--- config.mk ---
export PLATFORM = sky130hd
export DESIGN_NAME = etc2_rgb_block_decoder_unit
export DESIGN_NICKNAME = d
export VERILOG_FILES = /design/src/sv/etc2_pkg.sv /design/src/sv/etc2_rgb_block_decoder_unit.sv /design/src/sv/etc2_front.sv /design/src/sv/etc2_queue.sv /design/src/sv/etc2_back.sv
export SDC_FILE = /design/constraint.sdc
export NUM_CORES = 2
export LEC_CHECK = 0
export BUFFER_PORTS_ARGS = -buffer_cell sky130_fd_sc_hd__buf_2
export CORE_UTILIZATION = 50
export DETAILED_ROUTE_END_ITERATION = 12
export PLACE_DENSITY = 0.66
export SLEW_MARGIN = 20
export SYNTH_ARGS = -nofsm -noshare
export SYNTH_HDL_FRONTEND = slang
export SYNTH_SLANG_ARGS = --single-unit
export TNS_END_PERCENT = 100
--- constraint.sdc ---
create_clock -name clock -period 9.2 [get_ports clock]
set_input_delay 1.84 -clock clock [delete_from_list [all_inputs] [get_ports clock]]
set_output_delay 1.84 -clock clock [all_outputs]
set_load 0.01 [all_outputs]
--- src/sv/etc2_pkg.sv ---
// ----------------------------------------------------------------------------
// etc2_pkg
// Shared types, mode codes, tables and helpers for the ETC2 RGB block decoder.
// ----------------------------------------------------------------------------
package etc2_pkg;

   localparam int BLOCK_W  = 64;
   localparam int CHAN_W   = 8;
   localparam int MODE_W   = 3;
   localparam int PIXELS   = 16;
   localparam int POS_W    = 4;
   localparam int Q_DEPTH  = 2;
   localparam int Q_PTR_W  = 1;
   localparam int Q_CNT_W  = 2;
   localparam int SUM_W    = 13;

   localparam logic [MODE_W-1:0] MODE_INDIV  = 3'd0;
   localparam logic [MODE_W-1:0] MODE_DIFF   = 3'd1;
   localparam logic [MODE_W-1:0] MODE_T      = 3'd2;
   localparam logic [MODE_W-1:0] MODE_H      = 3'd3;
   localparam logic [MODE_W-1:0] MODE_PLANAR = 3'd4;

   // intensity modifiers: +small, +large, -small, -large
   localparam logic signed [8:0] MOD_TAB [0:7][0:3] = '{
      '{ 9'sd2,   9'sd8,   -9'sd2,  -9'sd8  },
      '{ 9'sd5,   9'sd17,  -9'sd5,  -9'sd17 },
      '{ 9'sd9,   9'sd29,  -9'sd9,  -9'sd29 },
      '{ 9'sd13,  9'sd42,  -9'sd13, -9'sd42 },
      '{ 9'sd18,  9'sd60,  -9'sd18, -9'sd60 },
      '{ 9'sd24,  9'sd80,  -9'sd24, -9'sd80 },
      '{ 9'sd33,  9'sd106, -9'sd33, -9'sd106},
      '{ 9'sd47,  9'sd183, -9'sd47, -9'sd183}
   };

   // T and H paint distances
   localparam logic [6:0] TH_STEP [0:7] = '{
      7'd3, 7'd6, 7'd11, 7'd16, 7'd23, 7'd32, 7'd41, 7'd64
   };

   // classified block, passed from front to back
   typedef struct packed {
      logic [MODE_W-1:0]               mode;
      logic [PIXELS-1:0]               sel_lo;
      logic [PIXELS-1:0]               sel_hi;
      logic                            flip;
      logic [2:0]                      tb0;
      logic [2:0]                      tb1;
      logic [2:0][2:0][CHAN_W-1:0]     base;   // [color][channel]
      logic [3:0][2:0][CHAN_W-1:0]     pal;    // [paint][channel]
   } blk_type;

   function automatic logic [CHAN_W-1:0] ext4(input logic [3:0] v);
      return {v, v};
   endfunction

   function automatic logic [CHAN_W-1:0] ext5(input logic [4:0] v);
      return {v, v[4:2]};
   endfunction

   function automatic logic [CHAN_W-1:0] ext6(input logic [5:0] v);
      return {v, v[5:4]};
   endfunction

   function automatic logic [CHAN_W-1:0] ext7(input logic [6:0] v);
      return {v, v[6]};
   endfunction

   function automatic logic [CHAN_W-1:0] clamp8(input logic signed [SUM_W-1:0] v);
      logic [CHAN_W-1:0] r;
      if (v < 0) r = '0;
      else if (v > 255) r = 8'd255;
      else r = v[CHAN_W-1:0];
      return r;
   endfunction

   // clamp of an 8-bit channel plus a signed offset
   function automatic logic [CHAN_W-1:0] add_clamp(input logic [CHAN_W-1:0] c,
                                                   input logic signed [8:0] m);
      logic signed [SUM_W-1:0] s;
      s = $signed({5'b0, c}) + $signed({{4{m[8]}}, m});
      return clamp8(s);
   endfunction

endpackage

--- src/sv/etc2_rgb_block_decoder_unit.sv ---
// ----------------------------------------------------------------------------
// etc2_rgb_block_decoder_unit
// Decodes 64-bit ETC2 RGB blocks into sixteen RGB888 pixels each.
// ----------------------------------------------------------------------------
//  channel   direction  handshake            payload
//  req       in         req_valid/req_ready  block_word[63:0]
//  rsp       out        rsp_valid/rsp_ready  red, green, blue, pixel_position,
//                                            block_mode, last_pixel
//
//  The back end walks a block's pixels, one pixel per cycle while rsp is not
//  stalled; the pixel counter sets the rate, and the next block waits for it.
//  The first pixel passes the front stage, the queue and the output register.
//  Reset clears the front stage, the queue and the pixel counter.
//  A stalled rsp holds the pixel; the two-entry queue and the front stage
//  keep accepting blocks until they fill.
// ----------------------------------------------------------------------------
module etc2_rgb_block_decoder_unit (
   input  logic                           clock,
   input  logic                           reset,
   input  logic                           req_valid,
   output logic                           req_ready,
   input  logic [etc2_pkg::BLOCK_W-1:0]   req_block_word,
   output logic                           rsp_valid,
   input  logic                           rsp_ready,
   output logic [etc2_pkg::CHAN_W-1:0]    rsp_red,
   output logic [etc2_pkg::CHAN_W-1:0]    rsp_green,
   output logic [etc2_pkg::CHAN_W-1:0]    rsp_blue,
   output logic [etc2_pkg::POS_W-1:0]     rsp_pixel_position,
   output logic [etc2_pkg::MODE_W-1:0]    rsp_block_mode,
   output logic                           rsp_last_pixel
);
   import etc2_pkg::*;

   logic    push_valid, push_ready, pop_valid, pop_ready;
   blk_type push_blk, pop_blk;

   etc2_front u_front (
      .clock          (clock),
      .reset          (reset),
      .req_valid      (req_valid),
      .req_ready      (req_ready),
      .req_block_word (req_block_word),
      .push_valid     (push_valid),
      .push_ready     (push_ready),
      .push_blk       (push_blk)
   );

   etc2_queue u_queue (
      .clock      (clock),
      .reset      (reset),
      .push_valid (push_valid),
      .push_ready (push_ready),
      .push_blk   (push_blk),
      .pop_valid  (pop_valid),
      .pop_ready  (pop_ready),
      .pop_blk    (pop_blk)
   );

   etc2_back u_back (
      .clock              (clock),
      .reset              (reset),
      .pop_valid          (pop_valid),
      .pop_ready          (pop_ready),
      .pop_blk            (pop_blk),
      .rsp_valid          (rsp_valid),
      .rsp_ready          (rsp_ready),
      .rsp_red            (rsp_red),
      .rsp_green          (rsp_green),
      .rsp_blue           (rsp_blue),
      .rsp_pixel_position (rsp_pixel_position),
      .rsp_block_mode     (rsp_block_mode),
      .rsp_last_pixel     (rsp_last_pixel)
   );

endmodule

--- src/sv/etc2_front.sv ---
// ----------------------------------------------------------------------------
// etc2_front
// Accepts compressed blocks, picks the mode and unpacks base colors and
// paint colors into one registered item for the queue.
// ----------------------------------------------------------------------------
module etc2_front (
   input  logic                          clock,
   input  logic                          reset,
   input  logic                          req_valid,
   output logic                          req_ready,
   input  logic [etc2_pkg::BLOCK_W-1:0]  req_block_word,
   output logic                          push_valid,
   input  logic                          push_ready,
   output etc2_pkg::blk_type             push_blk
);
   import etc2_pkg::*;

   logic              valid_ff, valid_in;
   blk_type           blk_ff, blk_in;
   logic [63:0]       w;
   logic signed [6:0] rs, gs, bs;
   logic              r_ovf, g_ovf, b_ovf;
   logic [2:0][CHAN_W-1:0] tc0, tc1, hc0, hc1;
   logic [6:0]        td, hd;
   logic              h_ge;

   assign w = req_block_word;

   // differential sums and their overflow
   always_comb begin
      rs = $signed({2'b0, w[63:59]}) + $signed({{4{w[58]}}, w[58:56]});
      gs = $signed({2'b0, w[55:51]}) + $signed({{4{w[50]}}, w[50:48]});
      bs = $signed({2'b0, w[47:43]}) + $signed({{4{w[42]}}, w[42:40]});
      r_ovf = rs[6] | rs[5];
      g_ovf = gs[6] | gs[5];
      b_ovf = bs[6] | bs[5];
   end

   // T and H base colors and distances
   always_comb begin
      tc0[0] = ext4({w[60:59], w[57:56]});
      tc0[1] = ext4(w[55:52]);
      tc0[2] = ext4(w[51:48]);
      tc1[0] = ext4(w[47:44]);
      tc1[1] = ext4(w[43:40]);
      tc1[2] = ext4(w[39:36]);
      td     = TH_STEP[{w[35:34], w[32]}];
      hc0[0] = ext4(w[62:59]);
      hc0[1] = ext4({w[58:56], w[52]});
      hc0[2] = ext4({w[51], w[49:47]});
      hc1[0] = ext4(w[46:43]);
      hc1[1] = ext4(w[42:39]);
      hc1[2] = ext4(w[38:35]);
      h_ge   = ({hc0[0], hc0[1], hc0[2]} >= {hc1[0], hc1[1], hc1[2]});
      hd     = TH_STEP[{w[34], w[32], h_ge}];
   end

   // classify and unpack
   always_comb begin
      blk_in        = '0;
      blk_in.sel_lo = w[15:0];
      blk_in.sel_hi = w[31:16];
      blk_in.flip   = w[32];
      blk_in.tb0    = w[39:37];
      blk_in.tb1    = w[36:34];
      priority if (!w[33]) begin
         blk_in.mode    = MODE_INDIV;
         // channel order in the packed vector is [2]=blue .. [0]=red
         blk_in.base[0] = {ext4(w[47:44]), ext4(w[55:52]), ext4(w[63:60])};
         blk_in.base[1] = {ext4(w[43:40]), ext4(w[51:48]), ext4(w[59:56])};
      end else if (r_ovf) begin
         blk_in.mode = MODE_T;
         for (int k = 0; k < 3; k++) begin
            blk_in.pal[0][k] = tc0[k];
            blk_in.pal[1][k] = add_clamp(tc1[k], $signed({2'b0, td}));
            blk_in.pal[2][k] = tc1[k];
            blk_in.pal[3][k] = add_clamp(tc1[k], -$signed({2'b0, td}));
         end
      end else if (g_ovf) begin
         blk_in.mode = MODE_H;
         for (int k = 0; k < 3; k++) begin
            blk_in.pal[0][k] = add_clamp(hc0[k], $signed({2'b0, hd}));
            blk_in.pal[1][k] = add_clamp(hc0[k], -$signed({2'b0, hd}));
            blk_in.pal[2][k] = add_clamp(hc1[k], $signed({2'b0, hd}));
            blk_in.pal[3][k] = add_clamp(hc1[k], -$signed({2'b0, hd}));
         end
      end else if (b_ovf) begin
         blk_in.mode       = MODE_PLANAR;
         blk_in.base[0][0] = ext6(w[62:57]);
         blk_in.base[0][1] = ext7({w[56], w[54:49]});
         blk_in.base[0][2] = ext6({w[48], w[44:43], w[41:39]});
         blk_in.base[1][0] = ext6({w[38:34], w[32]});
         blk_in.base[1][1] = ext7(w[31:25]);
         blk_in.base[1][2] = ext6(w[24:19]);
         blk_in.base[2][0] = ext6(w[18:13]);
         blk_in.base[2][1] = ext7(w[12:6]);
         blk_in.base[2][2] = ext6(w[5:0]);
      end else begin
         blk_in.mode       = MODE_DIFF;
         blk_in.base[0][0] = ext5(w[63:59]);
         blk_in.base[0][1] = ext5(w[55:51]);
         blk_in.base[0][2] = ext5(w[47:43]);
         blk_in.base[1][0] = ext5(rs[4:0]);
         blk_in.base[1][1] = ext5(gs[4:0]);
         blk_in.base[1][2] = ext5(bs[4:0]);
      end
   end

   // hold the stage until the queue takes it
   assign req_ready = !valid_ff || push_ready;

   always_comb begin
      valid_in = valid_ff;
      if (req_ready) valid_in = req_valid;
   end

   always_ff @(posedge clock) begin
      if (reset) begin
         valid_ff <= 1'b0;
      end else begin
         valid_ff <= valid_in;
      end
   end

   always_ff @(posedge clock) begin
      if (req_valid && req_ready) begin
         blk_ff <= blk_in;
      end
   end

   assign push_valid = valid_ff;
   assign push_blk   = blk_ff;

endmodule

--- src/sv/etc2_queue.sv ---
// ----------------------------------------------------------------------------
// etc2_queue
// Short queue of classified blocks between front and back.
// ----------------------------------------------------------------------------
module etc2_queue (
   input  logic              clock,
   input  logic              reset,
   input  logic              push_valid,
   output logic              push_ready,
   input  etc2_pkg::blk_type push_blk,
   output logic              pop_valid,
   input  logic              pop_ready,
   output etc2_pkg::blk_type pop_blk
);
   import etc2_pkg::*;

   blk_type               mem_ff [Q_DEPTH];
   logic [Q_PTR_W-1:0]    wr_ptr_ff, wr_ptr_in;
   logic [Q_PTR_W-1:0]    rd_ptr_ff, rd_ptr_in;
   logic [Q_CNT_W-1:0]    count_ff, count_in;
   logic                  do_push, do_pop;

   assign push_ready = (count_ff != Q_CNT_W'(Q_DEPTH));
   assign pop_valid  = (count_ff != '0);
   assign pop_blk    = mem_ff[rd_ptr_ff];
   assign do_push    = push_valid && push_ready;
   assign do_pop     = pop_valid && pop_ready;

   // advance pointers and fill count
   always_comb begin
      wr_ptr_in = do_push ? wr_ptr_ff + 1'b1 : wr_ptr_ff;
      rd_ptr_in = do_pop ? rd_ptr_ff + 1'b1 : rd_ptr_ff;
      count_in  = count_ff;
      if (do_push && !do_pop) count_in = count_ff + 1'b1;
      else if (!do_push && do_pop) count_in = count_ff - 1'b1;
   end

   always_ff @(posedge clock) begin
      if (reset) begin
         wr_ptr_ff <= '0;
         rd_ptr_ff <= '0;
         count_ff  <= '0;
      end else begin
         wr_ptr_ff <= wr_ptr_in;
         rd_ptr_ff <= rd_ptr_in;
         count_ff  <= count_in;
      end
   end

   always_ff @(posedge clock) begin
      if (do_push) begin
         mem_ff[wr_ptr_ff] <= push_blk;
      end
   end

endmodule

--- src/sv/etc2_back.sv ---
// ----------------------------------------------------------------------------
// etc2_back
// Walks the sixteen pixels of the head block, one per cycle while the
// output is not stalled, into the output register.
// ----------------------------------------------------------------------------
module etc2_back (
   input  logic                           clock,
   input  logic                           reset,
   input  logic                           pop_valid,
   output logic                           pop_ready,
   input  etc2_pkg::blk_type              pop_blk,
   output logic                           rsp_valid,
   input  logic                           rsp_ready,
   output logic [etc2_pkg::CHAN_W-1:0]    rsp_red,
   output logic [etc2_pkg::CHAN_W-1:0]    rsp_green,
   output logic [etc2_pkg::CHAN_W-1:0]    rsp_blue,
   output logic [etc2_pkg::POS_W-1:0]     rsp_pixel_position,
   output logic [etc2_pkg::MODE_W-1:0]    rsp_block_mode,
   output logic                           rsp_last_pixel
);
   import etc2_pkg::*;

   logic [POS_W-1:0]        cnt_ff, cnt_in;
   logic                    valid_ff, valid_in;
   logic [2:0][CHAN_W-1:0]  pix_ff, pix_in;
   logic [POS_W-1:0]        pos_ff;
   logic [MODE_W-1:0]       mode_ff;
   logic                    last_ff;
   logic                    advance;
   logic [1:0]              pick;
   logic                    half;
   logic [2:0]              tb;
   logic signed [8:0]       m;
   logic [1:0]              px, py;
   logic signed [SUM_W-1:0] dh, dv, s;

   assign advance   = pop_valid && (!valid_ff || rsp_ready);
   assign pop_ready = advance && (cnt_ff == POS_W'(PIXELS - 1));

   // pixel value for the current position
   always_comb begin
      pick = {pop_blk.sel_hi[cnt_ff], pop_blk.sel_lo[cnt_ff]};
      half = pop_blk.flip ? cnt_ff[1] : cnt_ff[3];
      tb   = half ? pop_blk.tb1 : pop_blk.tb0;
      m    = MOD_TAB[tb][pick];
      px   = cnt_ff[3:2];
      py   = cnt_ff[1:0];
      dh   = '0;
      dv   = '0;
      s    = '0;
      pix_in = '0;
      unique case (pop_blk.mode)
         MODE_INDIV, MODE_DIFF: begin
            for (int k = 0; k < 3; k++) begin
               pix_in[k] = add_clamp(pop_blk.base[half][k], m);
            end
         end
         MODE_T, MODE_H: begin
            pix_in = pop_blk.pal[pick];
         end
         MODE_PLANAR: begin
            for (int k = 0; k < 3; k++) begin
               dh = $signed({5'b0, pop_blk.base[1][k]}) - $signed({5'b0, pop_blk.base[0][k]});
               dv = $signed({5'b0, pop_blk.base[2][k]}) - $signed({5'b0, pop_blk.base[0][k]});
               s  = SUM_W'($signed({11'b0, px}) * dh) + SUM_W'($signed({11'b0, py}) * dv)
                  + $signed({3'b0, pop_blk.base[0][k], 2'b10});
               pix_in[k] = clamp8(s >>> 2);
            end
         end
         default: begin
            pix_in = '0;
         end
      endcase
   end

   // step the pixel counter and the output valid
   always_comb begin
      cnt_in   = advance ? cnt_ff + 1'b1 : cnt_ff;
      valid_in = valid_ff;
      if (advance) valid_in = 1'b1;
      else if (rsp_ready) valid_in = 1'b0;
   end

   always_ff @(posedge clock) begin
      if (reset) begin
         cnt_ff   <= '0;
         valid_ff <= 1'b0;
      end else begin
         cnt_ff   <= cnt_in;
         valid_ff <= valid_in;
      end
   end

   always_ff @(posedge clock) begin
      if (advance) begin
         pix_ff  <= pix_in;
         pos_ff  <= cnt_ff;
         mode_ff <= pop_blk.mode;
         last_ff <= (cnt_ff == POS_W'(PIXELS - 1));
      end
   end

   assign rsp_valid          = valid_ff;
   assign rsp_red            = pix_ff[0];
   assign rsp_green          = pix_ff[1];
   assign rsp_blue           = pix_ff[2];
   assign rsp_pixel_position = pos_ff;
   assign rsp_block_mode     = mode_ff;
   assign rsp_last_pixel     = last_ff;

endmodule

==> out/qor.txt <==
===============================================================================================
Die outline area                                                                      81900 µm²
Row count                                                                                   103
Number of cells traversed by the worst hold path                                              0
Share of synthesized area occupied by flip-flops and latches                              0.487
Number of slew-limit violations in the final report                                           0
Sum of routed wire length over all layers                                                106 mm
Clock Root Buffer                                                                  sky130_fd_sc_hd__clkbuf_16
Total power divided by cell area                                                     196 nW/µm²
Commonest cells after routing, fill and taps aside                                 647 x sky130_fd_sc_hd__edfxtp_1, 347 x sky130_fd_sc_hd__ha_1, 283 x sky130_fd_sc_hd__inv_1, 261 x sky130_fd_sc_hd__o21ai_0, 211 x sky130_fd_sc_hd__a21oi_1
Period utilisation layout                                                                 0.851
Placeable core area                                                                   79400 µm²
Post-Synthesis Net Count                                                                   3896
Hold worst-path end                                                                u_queue.mem_ff[1][6]
Number of synthesized flops with an enable pin                                              647
Worst Path Class, Setup                                                                 reg2reg
Total global-route track usage                                                            0.259
Final Critical Period                                                                   7830 ps
Setup-failing EPs final                                                                       0
Max rail drop VDD                                                                      0.145 mV
Launch instance of the worst min-delay path                                        u_front.push_blk[6]
Total of buffers placed on input and output ports                                           101
Net total in the final layout                                                              4006
CTS tree                                                                                    yes
Most used flip-flop cell after synthesis                                           sky130_fd_sc_hd__edfxtp_1
Horiz. Die Dim                                                                           286 µm
Setup repair after global routing missed its margin                                          no
Leading cell type in the layout, fill and taps excluded                            sky130_fd_sc_hd__edfxtp_1
Count of boundary I/O pins                                                                  102
Initial Utilization                                                                       0.509
Final hold violation count                                                                    0
DR DRC count                                                                                  0
Maximum count of clock buffers along a single path                                            3
Number of synthesized register bits                                                         658
Global-route wire length before repair                                                   158 mm
DR vias/cell                                                                               5.86
Number of post-CTS setup repair buffers                                                       0
Endpoint of the most critical register-to-register path                            u_back.rsp_red[7]
FMAX                                                                                    128 MHz
Worst hold path type                                                                    reg2reg
Via count                                                                                 26800
DP Cell Count                                                                              4458
Sort of element at the end of the critical path                                       flip-flop
Post-synth cell types                                                                        81
Share of the synthesized area in the top cell type                                        0.481
Number of iterations in the first detailed-routing pass                                       6
Worst R2R Path Depth                                                                         24
MaxCap Viol Count                                                                             0
Crit path required time                                                                 9630 ps
Library cell occupying the most area in the post-synthesis netlist                 sky130_fd_sc_hd__edfxtp_1
Antenna Cells                                                                                 0
Average cell area after synthesis                                                      12.0 µm²
Hold bufs inserted after CTS                                                                  0
Pin count of the biggest net entering global routing                                        168
Count of routing violations after the opening detailed-route iteration                     2610
Leakage component of the power                                                          17.6 nW
Maximum fanout along the worst path                                                          37
Total CTS buffers                                                                            69
Data arrival time at the worst-slack endpoint                                           8260 ps
Maximum level of the CTS H-tree                                                               3
Post-DR wirelength/cell                                                                 23.1 µm
Die span in y                                                                            286 µm
Largest cells by area after synthesis                                              sky130_fd_sc_hd__edfxtp_1 48%, sky130_fd_sc_hd__ha_1 11%, sky130_fd_sc_hd__fa_1 5.5%
Fraction of layout cells with a size suffix above 1                                       0.106
Transition at the pin with the smallest max-transition slack                            1080 ps
Worst Clk Skew                                                                          42.6 ps
Outcome                                                                            complete, no violations
Relative slew slack                                                                       0.278
Final cell count without fillers                                                           4583
Remaining antenna violation count after routing                                               0
Worst reg-to-reg setup slack                                                            1370 ps
Post-synth ARST share                                                                         0
Number of antenna violations at the first check in global routing                             1
Vias in the first global route                                                            25600
Clock input transition at the sequential cells of the worst setup and hold paths          60 ps
Sink Count                                                                                  658
Cells after Synth                                                                          3370
Dpl hpwl                                                                                77.7 mm
Mapped cell area                                                                      40400 µm²
Routability cong.                                                                         0.939
Worst-skew pair later-pin latency                                                        630 ps
Setup TNS after final layout                                                               0 ps
YS warnings                                                                                   0
Area Overhead vs Synth                                                                    9.94%
Category of the worst setup path launch point                                         flip-flop
Post-cts gate resize count                                                                    0
Residual overflow from global routing                                                         0
===============================================================================================
cells in the mapped netlist (8+ instances only):
| cell | instances |
|---|---|
| sky130_fd_sc_hd__nor2_1 | 188 |
| sky130_fd_sc_hd__and2_1 | 74 |
| sky130_fd_sc_hd__nor3b_1 | 10 |
| sky130_fd_sc_hd__o21ai_0 | 262 |
| sky130_fd_sc_hd__nand3_1 | 49 |
| sky130_fd_sc_hd__o211ai_1 | 14 |
| sky130_fd_sc_hd__a21oi_1 | 211 |
| sky130_fd_sc_hd__or3_1 | 11 |
| sky130_fd_sc_hd__mux2i_1 | 89 |
| sky130_fd_sc_hd__inv_1 | 283 |
| sky130_fd_sc_hd__o31a_1 | 9 |
| sky130_fd_sc_hd__mux2_2 | 38 |
| sky130_fd_sc_hd__nand2_1 | 160 |
| sky130_fd_sc_hd__a211oi_1 | 12 |
| sky130_fd_sc_hd__o22ai_1 | 30 |
| sky130_fd_sc_hd__o21ai_1 | 15 |
| sky130_fd_sc_hd__clkbuf_1 | 61 |
| sky130_fd_sc_hd__edfxtp_1 | 647 |
| sky130_fd_sc_hd__ha_1 | 347 |
| sky130_fd_sc_hd__xor2_1 | 53 |
| sky130_fd_sc_hd__nand3b_1 | 9 |
| sky130_fd_sc_hd__mux4_2 | 53 |
| sky130_fd_sc_hd__fa_1 | 111 |
| sky130_fd_sc_hd__a21o_1 | 59 |
| sky130_fd_sc_hd__a21boi_0 | 30 |
| sky130_fd_sc_hd__xnor2_1 | 118 |
| sky130_fd_sc_hd__o21bai_1 | 22 |
| sky130_fd_sc_hd__nor3_1 | 47 |
| sky130_fd_sc_hd__and3_1 | 28 |
| sky130_fd_sc_hd__nand2b_1 | 39 |
| sky130_fd_sc_hd__buf_2 | 28 |
| sky130_fd_sc_hd__a22oi_1 | 27 |
| sky130_fd_sc_hd__dfxtp_1 | 11 |
| sky130_fd_sc_hd__a22o_1 | 13 |
| sky130_fd_sc_hd__mux4_1 | 8 |
| sky130_fd_sc_hd__nor2b_1 | 59 |
| sky130_fd_sc_hd__o21a_1 | 31 |
power by group:
| part | leakage (nW) | total, W | internal (W) | switching [W] |
|---|---|---|---|---|
| combinational | 10.3 | 0.00231 | 0.000892 | 0.00142 |
| clock | 1.10 | 0.00275 | 0.00156 | 0.00118 |
| sequential | 6.26 | 0.00366 | 0.00357 | 0.0000950 |
| total | 17.6 | 0.00872 | 0.00602 | 0.00270 |
critical path: stages (launching register included):
cell and delay [ps]:
sky130_fd_sc_hd__dfxtp_4 730, sky130_fd_sc_hd__mux2i_1 690, sky130_fd_sc_hd__ha_1 340, sky130_fd_sc_hd__nor2b_1 120
sky130_fd_sc_hd__o21ai_0 260, sky130_fd_sc_hd__a21boi_0 170, sky130_fd_sc_hd__o21ai_0 200, sky130_fd_sc_hd__nand2b_1 120
sky130_fd_sc_hd__a21o_1 190, sky130_fd_sc_hd__a21oi_1 320, sky130_fd_sc_hd__mux2i_1 260, sky130_fd_sc_hd__ha_1 280
sky130_fd_sc_hd__fa_1 510, sky130_fd_sc_hd__fa_1 540, sky130_fd_sc_hd__inv_1 50, sky130_fd_sc_hd__fa_1 490
sky130_fd_sc_hd__inv_1 40, sky130_fd_sc_hd__ha_1 220, sky130_fd_sc_hd__or3_1 350, sky130_fd_sc_hd__a211oi_1 310
sky130_fd_sc_hd__nor2_1 120, sky130_fd_sc_hd__and3_1 190, sky130_fd_sc_hd__o32ai_1 720, sky130_fd_sc_hd__o21ai_0 240
sky130_fd_sc_hd__o311ai_1 130
how the worst max path moves through the flow:
stage | to | slack [ps]
2_1_floorplan | u_front.push_blk[27] | 1640
3_3_place_gp | u_front.push_blk[35] | 1510
4_1_cts | u_back.rsp_red[7] | 1460
6_report | u_back.rsp_red[7] | 1370
3_5_place_dp | u_front.push_blk[35] | 1320
5_1_grt | u_back.rsp_red[5] | 820
flip-flops by register name (all words and copies together) (netlist names), named ones only:
register / count
u_back.cnt_ff: 4
u_back.rsp_green: 8
u_queue.count_ff: 2
u_queue.mem_ff: 410
u_back.rsp_last_pixel: 1
u_back.rsp_red: 8
u_front.push_blk: 205
u_back.rsp_blue: 8
u_back.rsp_pixel_position: 4
u_queue.rd_ptr_ff: 1
u_back.rsp_valid: 1
u_queue.wr_ptr_ff: 1
u_back.rsp_block_mode: 3
u_front.push_valid: 1
cells by family after synthesis:
group	share of synthesized area
AOI/OAI and AO/OA	0.120
xor gates and xnor gates	0.0371
adders and majority gates	0.163
buffers and inverters	0.0382
DFF	0.487
muxes	0.0678
and+or+nand+nor	0.0878
stage by stage:
| step | utilization | power, W | hold WS [ps] | setup WS, ps | cell area, µm² |
|---|---|---|---|---|---|
| floorplan | - | 0.00532 | 421 | 1640 | 40400 |
| global placement | 0.531 | 0.00598 | 422 | 1510 | 42100 |
| detailed placement | 0.531 | 0.00600 | 429 | 1320 | 42100 |
| CTS | 0.559 | 0.00874 | 416 | 1460 | 44400 |
| global route | 0.559 | 0.00913 | 441 | 822 | 44400 |
| finish | 0.559 | 0.00872 | 422 | 1370 | 44400 |
layer usage:
| metal | GRT usage | up-vias | part of all wire |
|---|---|---|---|
| li1 | - | 12600 | - |
| met1 | 0.391 | 13200 | 0.46 |
| met2 | 0.397 | 969 | 0.44 |
| met3 | 0.0343 | 133 | 0.071 |
| met4 | 0.0634 | 2 | 0.020 |
| met5 | 0 | - | 0.00010 |
layout make-up:
class / instances / area (µm²)
timing repair buffer: 142 / 858
inverter: 285 / 1070
multi-input combinational: 2324 / 19200
fill: 6688 / 35000
clock buffer: 79 / 1790
clock inverter: 45 / 460
tap: 1050 / 1310
sequential: 658 / 19700
Power figures use the tool's default switching activity.
